### config.mk
export PLATFORM = sky130hd
export DESIGN_NAME = okss_ffs
export DESIGN_NICKNAME = d
export VERILOG_FILES = /design/src/rtl/ordered_key_set_with_successor_core_assert.svh /design/src/rtl/okss_pkg.sv /design/src/rtl/okss_ffs.sv
export SDC_FILE = /design/constraint.sdc
export NUM_CORES = 1
export LEC_CHECK = 0
export ABC_AREA = 1
export BUFFER_PORTS_ARGS = -buffer_cell sky130_fd_sc_hd__buf_2
export CORE_MARGIN = 2
export CORE_UTILIZATION = 30
export DETAILED_ROUTE_END_ITERATION = 16
export SLEW_MARGIN = 20
export SYNTH_ARGS = -nofsm -noshare
export SYNTH_HDL_FRONTEND = slang
export SYNTH_SLANG_ARGS = --single-unit
### constraint.sdc
create_clock -name vclk -period 2.2
set_input_delay 0.22 -clock vclk [all_inputs]
set_output_delay 0.22 -clock vclk [all_outputs]
set_load 0.03 [all_outputs]
### src/rtl/ordered_key_set_with_successor_core_assert.svh
// Assertion macros for the ordered key set core.
// Included by the top level; no other dependencies.
`ifndef ORDERED_KEY_SET_WITH_SUCCESSOR_CORE_ASSERT_SVH
`define ORDERED_KEY_SET_WITH_SUCCESSOR_CORE_ASSERT_SVH

`ifndef SYNTHESIS
`define OKSS_ASSERT_IMP(label, clk, rst_n, ante, cons) \
  label: assert property (@(posedge clk) disable iff (!rst_n) (ante) |-> (cons)) \
    else $error("okss assertion failed");
`define OKSS_ASSERT_NXT(label, clk, rst_n, ante, cons) \
  label: assert property (@(posedge clk) disable iff (!rst_n) (ante) |=> (cons)) \
    else $error("okss assertion failed");
`else
`define OKSS_ASSERT_IMP(label, clk, rst_n, ante, cons)
`define OKSS_ASSERT_NXT(label, clk, rst_n, ante, cons)
`endif

`endif

### src/rtl/okss_pkg.sv
// Shared types and constants of the ordered key set core.
// No dependencies; used by okss_ffs and the top level.
package okss_pkg;

  localparam int unsigned WORD_W = 64;
  localparam int unsigned BIT_W  = 6;
  localparam int unsigned WIDX_W = 6;
  localparam int unsigned KEY_W  = 12;
  localparam int unsigned VAL_W  = 32;
  localparam int unsigned CMD_W  = 3;

  typedef enum logic [CMD_W-1:0] {
    CMD_INSERT    = 3'd0,
    CMD_REMOVE    = 3'd1,
    CMD_CONTAINS  = 3'd2,
    CMD_SUCCESSOR = 3'd3,
    CMD_GETVALUE  = 3'd4
  } cmd_e;

  typedef struct packed {
    logic             any;
    logic [BIT_W-1:0] idx;
  } ffs_res_t;

endpackage

### src/rtl/okss_ffs.sv
// Shared find-first-set unit: lowest set bit of a 64-bit word.
// Depends on okss_pkg.
module okss_ffs
  import okss_pkg::*;
(
  input  logic [WORD_W-1:0] vec_i,
  output ffs_res_t          res_o
);

  logic [WORD_W-1:0] lsb;

  assign lsb = vec_i & (~vec_i + WORD_W'(1));

  always_comb begin
    res_o.any = |vec_i;
    res_o.idx = '0;
    for (int b = 0; b < BIT_W; b++) begin
      for (int p = 0; p < WORD_W; p++) begin
        if (((p >> b) & 1) != 0) begin
          res_o.idx[b] = res_o.idx[b] | lsb[p];
        end
      end
    end
  end

endmodule

==> run metrics, run 1 <==
WS Path Type in -> out; crit-path max cell delay 0.20 ns; syn_area_per_cell 4.302 µm²; Post-CTS Hold Buffers 0; Mapped Area 0.002198 mm²; Slowest-stage cell, CP nor2_1; Tmin final 2.088 ns; post-route setup slack 0.1123 ns; Total GRT Usage 24.67%; Setup-failing EPs final 0; final hold viol count 0; FMAX 0.4790 GHz; worst path required time 1.98 ns; largest net degree at the start of global routing 9; vias per inst 5.099; Via Count 3498; Critical Path Start vec_i[43]; worst slew pin tran 0.3287 ns; Slew Viols, Final 0; clock buffers 0; Die Y 89.60 µm; FF+latch area 0 µm²; Layout area overhead 26.52%; initial antenna violation count 0; CP Capture Type output pin; VDD IR max 0.05908 mV; number of global-route vias before repair 3418; grt ovf 0; crit path cell chain buf_2 > nor2_1 > nand2_1 > nor2_1 > inv_1 > nor2_1 > nand3_1 > nand2_1 > inv_2 > nand3_1 > nor2_1 > nand2_1 > buf_2; Initial Util 30.64%; Seq cells 0; Core ar. 0.007176 mm²; Syn Inst Count 511; CP max FO 3; first-pass GRT wire length 15.43 mm; Pwr Density 91.62 mW/mm²; area leader, netlist nor2_1; total power 0.2548 mW; worst setup path end res_o[1]; post-synth top area share 27.32%; Rel. slew slack 78.00%; Critical Path Source Type primary input; CP dominant cell by count nor2_1; total wire length 9.832 mm; Die Wd 89.60 µm; Post-Syn Nets 575; drt pass-1 iters 5; top cells by area, synth nor2_1 (27%), nand2_1 (26%), nand3_1 (14%); sequential share of the synthesized area 0%; most frequent cells in the layout nand2_1 (149), nor2_1 (147), buf_2 (71); ANT nets after route 0; status complete, no violations; max-cap violations 0; DRT iter0 DRCs 260; LEAKAGE 1.433 nW; Hold Path Class in -> out; routability cong. 0.9884; crit path DAT 1.87 ns; post-layout net count 653; Distinct cells, synth 19; IO buf count 71; wire per inst 14.33 µm; pre-CTS setup slack 0.06994 ns; IO Pins 71; ANT cells 0; Finished Core Util 38.76%; share of cells above drive strength 1 19.93%; Worst Hold Depth 6; row count 31; DRC violations left 0; final period utilization 94.89%; Die ar. 0.008028 mm²; Detail Placement HPWL 8.735 mm; warnings from Yosys 0; Min Hold Slack 0.9516 ns; commonest non-fill, non-tap cell in the layout nand2_1
area by class of cell:
type / instances / area, µm²
repair buffers: 76 / 392.9
well taps: 99 / 123.9
fillers: 868 / 4394
multi-input cells: 444 / 2013
inverters: 67 / 251.5
Yosys cell counts:
cell	number
a21oi_1	4
nand2_2	2
and2_1	1
nor3b_1	1
nor2_2	11
nand2_4	1
nand3_1	61
nand3b_1	4
nor2_8	1
o21ai_1	2
nand2b_1	1
inv_2	2
nand4_1	19
nor2_4	6
inv_1	65
nor3_1	13
nor2_1	160
o21ai_0	6
nand2_1	151
how the worst min path moves through the flow:
stage	end	slack, ns	start
3_3_place_gp	res_o[6]	0.96	vec_i[63]
5_1_grt	res_o[6]	0.99	vec_i[63]
6_report	res_o[6]	0.95	vec_i[63]
4_1_cts	res_o[6]	0.95	vec_i[63]
3_5_place_dp	res_o[6]	0.95	vec_i[63]
2_1_floorplan	res_o[6]	0.79	vec_i[63]
power breakdown:
group          internal [mW]  switching [mW]  total, mW  leakage [nW]
logic                 0.0855           0.169      0.255          1.43
registers                  0               0          0             0
clock network              0               0          0             0
total                 0.0855           0.169      0.255          1.43
stage by stage:
step | cells | area [µm²] | setup TNS, ns
final | 686 | 2781 | 0
after global routing | 686 | 2781 | -0.007929
after CTS | 684 | 2700 | 0
after detailed placement | 684 | 2700 | 0
after global placement | 684 | 2700 | 0
after floorplan | 511 | 2198 | 0
layer usage:
metal	part of all wire (%)	wire [µm]	vias to the layer above	track usage [%]
met5	0	0	-	0
li1	-	-	1768	-
met1	42	4115	1538	29.29
met3	6.4	625	36	1.737
met4	5.5	541	0	13.57
met2	46	4549	156	43.78
cells by family (layout without fill, tap and decap cells):
| family | Yosys count | after routing | synth area share, % |
|---|---|---|---|
| simple gates | 432 | 432 | 85.83 |
| buf+inv | 67 | 143 | 11.44 |
| compound gates | 12 | 12 | 2.732 |
worst max-delay path, delay by kind of cell:
family	cells	cell delay, ns
buffers and inverters	4	0.44
AND/OR/NAND/NOR	9	1.21
repair_timing:
action | 4_1_cts | 5_1_grt
resized for setup | 0 | 21
buffers inserted | 0 | 2
setup endpoints to repair | 0 | 6
Power figures use the tool's default switching activity.
==> inputs of run 2 (changes only) <==
--- a/config.mk
+++ b/config.mk
@@ -6,10 +6,10 @@
 export NUM_CORES = 1
 export LEC_CHECK = 0
 export ABC_AREA = 1
-export BUFFER_PORTS_ARGS = -buffer_cell sky130_fd_sc_hd__buf_2
 export CORE_MARGIN = 2
 export CORE_UTILIZATION = 30
 export DETAILED_ROUTE_END_ITERATION = 16
+export DONT_BUFFER_PORTS = 1
 export SLEW_MARGIN = 20
 export SYNTH_ARGS = -nofsm -noshare
 export SYNTH_HDL_FRONTEND = slang
==> constraint.sdc (replaced) <==
create_clock -name vclk -period 2.38
set_input_delay 0.238 -clock vclk [all_inputs]
set_output_delay 0.238 -clock vclk [all_outputs]
set_load 0.03 [all_outputs]
==> run 2 against run 1 <==
  * Via count shrank 7.8%
  * Die area is the same
  * Worst hold slack lost 0.048 ns
  * Critical endpoint is now res_o[3]
  * Critical path depth shrank 2
==> run metrics, run 2 (same netlist as run 1, synthesis figures left out) <==
DRT iter0 DRCs 285 (+9.6%); Tmin final 2.061 ns; wire per inst 15.38 µm (+7.3%); Total GRT Usage 23.07% (-1.6 points); first-pass GRT wire length 14.39 mm (-6.7%); post_cts resized 0 (unchanged); Die Y 89.60 µm (unchanged); non-filler cells in the finished layout 611 (-11%); Die Wd 89.60 µm (unchanged); Seq cells 0 (unchanged); share of cells above drive strength 1 4.688% (-15 points); total wire length 9.398 mm (-4.4%); Multi-input gate area 0.001947 mm² (-3.3%); Post-CTS Setup Bufs 0 (unchanged); DRC violations left 0 (unchanged); post-layout net count 578 (-11%); final hold viol count 0 (unchanged); Core ar. 0.007176 mm² (unchanged); FF+latch area 0 µm² (unchanged); clock buffers 0 (unchanged); Placed Area 0.002330 mm² (-14%); Die ar. 0.008028 mm² (unchanged); worst path required time 2.14 ns (+0.16 ns); CP Capture Type output pin; row count 31 (unchanged); Min Hold Slack 0.9039 ns (-0.04767 ns); WS Path Type in -> out; Critical Path Source Type primary input; Slew Viols, Final 0 (unchanged); commonest non-fill, non-tap cell in the layout nor2_1; ANT nets after route 0 (unchanged); Post-CTS Hold Buffers 0 (unchanged); sum of negative setup slack 0 ns (unchanged); IO Pins 71 (unchanged); ANT cells 0 (unchanged); routability cong. 1.088 (+10%); Setup-failing EPs final 0 (unchanged); drt pass-1 iters 7 (+2); fillers 877 (+1.0%); status complete, no violations; Hold Path Class in -> out; Final Instance Area 0.002330 mm² (-16%); grt ovf 0 (unchanged); Critical Path Start vec_i[14]; Layout area overhead 5.976%; CP max FO 6 (+3); Pwr Density 55.39 mW/mm² (-40%); FMAX 0.4852 GHz; final period utilization 86.61%; total power 0.1291 mW (-49%); most frequent cells in the layout nor2_1 (160), nand2_1 (151), inv_1 (65); worst setup path end res_o[3]; VDD IR max 0.03376 mV (-43%); Detail Placement HPWL 8.376 mm (-4.1%); LEAKAGE 1.121 nW (-22%); worst slew pin tran 0.4161 ns (+0.08742 ns); initial antenna violation count 0 (unchanged); number of global-route vias before repair 3157 (-7.6%); post-route setup slack 0.3188 ns (+0.2065 ns); Initial Util 30.64% (unchanged); largest net degree at the start of global routing 9 (unchanged); RSZ-0062 raised after global routing no; Via Count 3226 (-7.8%); max-cap violations 0 (unchanged); vias per inst 5.280 (+3.5%); Finished Core Util 32.47% (-6.3 points); Rel. slew slack 72.18% (-5.8 points); pre-CTS setup slack 0.3494 ns (+0.2794 ns); IO buf count 0 (-100%); Inst Count DP 611 (-11%); crit path DAT 1.82 ns (-0.05 ns)
run 2: changes by cell type in the layout (fill, tap and decap cells not counted), moves of 3 or more:
cell,previous run,this run
nor2_4,9,6
nor2_1,147,160
buf_2,71,0
buf_4,5,1
nor2_2,21,11
run 2: worst max-delay path: stages:
cell and delay, ns:
nor2_1 0.16, nand2_1 0.10, nor2_1 0.24, nand2_1 0.16
nor2_2 0.24, nand2_1 0.13, nand2_1 0.11, nor2_1 0.05
nand3_1 0.06, nor2_1 0.05, nand3_1 0.28
run 2: layout make-up:
cell class         count  area share [%]
inverters             67           10.79
multi-input cells    444           83.57
well taps             99           5.317
repair buffers         1          0.3222
run 2: worst min path at each step:
stage	from	endpoint	slack (ns)	cells past startpoint
after floorplan	vec_i[63]	res_o[6]	0.82	4
after global placement	vec_i[63]	res_o[6]	0.89	4
after detailed placement	vec_i[63]	res_o[6]	0.89	4
after CTS	vec_i[63]	res_o[6]	0.90	4
after global routing	vec_i[63]	res_o[6]	0.92	4
final	vec_i[63]	res_o[6]	0.90	4
run 2: power breakdown:
group / switching (mW) / internal [mW] / leakage [nW]
sequential: 0 / 0 / 0
clock: 0 / 0 / 0
combinational: 0.0904 / 0.0387 / 1.12
run 2: per-layer routing:
| metal | vias up | share of wire, % | track usage (%) |
|---|---|---|---|
| li1 | 1611 | - | - |
| met4 | 0 | 4.4 | 8.412 |
| met5 | - | 0 | 0 |
| met3 | 38 | 13 | 6.216 |
| met1 | 1378 | 38 | 25.69 |
| met2 | 199 | 45 | 41.78 |
==> inputs of run 3 (changes only) <==
--- a/config.mk
+++ b/config.mk
@@ -10,7 +10,8 @@
 export CORE_UTILIZATION = 30
 export DETAILED_ROUTE_END_ITERATION = 16
 export DONT_BUFFER_PORTS = 1
-export SLEW_MARGIN = 20
+export GPL_TIMING_DRIVEN = 1
+export SLEW_MARGIN = 25
 export SYNTH_ARGS = -nofsm -noshare
 export SYNTH_HDL_FRONTEND = slang
 export SYNTH_SLANG_ARGS = --single-unit
==> constraint.sdc (replaced) <==
create_clock -name vclk -period 2.3
set_input_delay 0.23 -clock vclk [all_inputs]
set_output_delay 0.23 -clock vclk [all_outputs]
set_load 0.03 [all_outputs]
==> run 3 against run 2 <==
  * Critical path depth unchanged
  * Largest power group unchanged
  * Utilization unchanged
  * Die area unchanged
  * Highest routed layer unchanged
  * First-iteration DRC count decreased by 16%
  * Worst hold slack got worse by 0.021 ns
  * Non-clock buffer count unchanged
  * Routed wire length increased by 0.33%
  * Sequential cell count unchanged
  * Final cell count unchanged
  * Global-route usage increased by 0.73 points
  * Via count decreased by 1.5%
  * Critical path type unchanged
==> run metrics, run 3 (same netlist as run 1, synthesis figures left out) <==
status complete, no violations; DRT iter0 DRCs 238 (-16%); Die ar. 0.008028 mm² (unchanged); Final Instance Area 0.002330 mm² (unchanged); first-pass GRT wire length 14.92 mm (+3.7%); IO Pins 71 (unchanged); Seq cells 0 (unchanged); CP dominant cell by count nand2_1; Hold Path Class in -> out; LEAKAGE 1.121 nW (unchanged); routability cong. 1.125 (+3.4%); pre-CTS setup slack 0.2140 ns (-0.1354 ns); CP max FO 6 (unchanged); final hold viol count 0 (unchanged); Detail Placement HPWL 8.406 mm (+0.36%); initial antenna violation count 0 (unchanged); worst path required time 2.07 ns (-0.07 ns); Core ar. 0.007176 mm² (unchanged); Critical Path Source Type primary input; vias per inst 5.200 (-1.5%); total power 0.1337 mW (+3.6%); Tmin final 2.100 ns; Initial Util 30.64% (unchanged); crit path DAT 1.87 ns (+0.05 ns); largest net degree at the start of global routing 9 (unchanged); WS Path Type in -> out; Inst Count DP 611 (unchanged); wire per inst 15.43 µm (+0.33%); post_cts resized 0 (unchanged); FMAX 0.4761 GHz; max-cap violations 0 (unchanged); Finished Core Util 32.47% (unchanged); drt pass-1 iters 5 (-2); commonest non-fill, non-tap cell in the layout nor2_1; total wire length 9.429 mm (+0.33%); clock buffers 0 (unchanged); Rel. slew slack 72.42% (+0.24 points); share of cells above drive strength 1 4.688% (unchanged); row count 31 (unchanged); worst slew pin tran 0.4125 ns (-0.003626 ns); IO buf count 0 (unchanged); FF+latch area 0 µm² (unchanged); non-filler cells in the finished layout 611 (unchanged); Via Count 3177 (-1.5%); Layout area overhead 5.976% (unchanged); grt ovf 0 (unchanged); CP Capture Type output pin; number of global-route vias before repair 3104 (-1.7%); Multi-input gate area 0.001947 mm² (unchanged); most frequent cells in the layout nor2_1 (160), nand2_1 (151), inv_1 (65); final period utilization 91.32%; Slew Viols, Final 0 (unchanged); Setup-failing EPs final 0 (unchanged); crit-path max cell delay 0.28 ns (about the same); Die Wd 89.60 µm (unchanged); fillers 902 (+2.9%); DRC violations left 0 (unchanged); Die Y 89.60 µm (unchanged); Min Hold Slack 0.8832 ns (-0.02070 ns); Critical Path Start vec_i[9]; VDD IR max 0.02635 mV (-22%); ANT cells 0 (unchanged); post-layout net count 578 (unchanged); RSZ-0062 raised after global routing no; Post-CTS Hold Buffers 0 (unchanged); ANT nets after route 0 (unchanged); Placed Area 0.002330 mm² (unchanged); Pwr Density 57.40 mW/mm² (+3.6%); Post-CTS Setup Bufs 0 (unchanged); Total GRT Usage 23.81% (+0.73 points); Slowest-stage cell, CP nand3_1; Worst Hold Depth 4 (unchanged); sum of negative setup slack 0 ns (unchanged); hold_sp vec_i[63]; crit path cell chain nor2_2 > nand2_1 > nor2_2 > nand2_1 > nor2_2 > nand2_1 > nand2_1 > nor2_1 > nand3_1 > nor2_1 > nand3_1; post-route setup slack 0.1997 ns (-0.1191 ns)
[run 3: cell counts in the layout (fill, tap and decap cells not counted)]
No cell type changed its count.
[run 3: critical path: cells and delay by family]
family / cells / cell delay, ns
AND/OR/NAND/NOR: 11 / 1.63
[run 3: area by class of cell]
| cell class | count | area share, % |
|---|---|---|
| Multi-Input combinational cell | 444 | 83.57 |
| Timing Repair Buffer | 1 | 0.3222 |
| Inverter | 67 | 10.79 |
| Tap cell | 99 | 5.317 |
[run 3: power by group]
part	total [mW]	internal, mW	switching (mW)
sequential	0	0	0
combinational	0.134	0.0400	0.0937
clock	0	0	0
[run 3: worst paths after layout]
path              endpoint
setup / recovery  res_o[3]
hold / removal    res_o[6]
[run 3: layer usage]
metal | part of all wire (%) | track usage [%] | vias up
met3 | 11 | 4.570 | 24
met4 | 3.1 | 7.327 | 0
met5 | 0 | 0 | -
met2 | 46 | 42.31 | 187
met1 | 40 | 28.80 | 1352
li1 | - | - | 1614
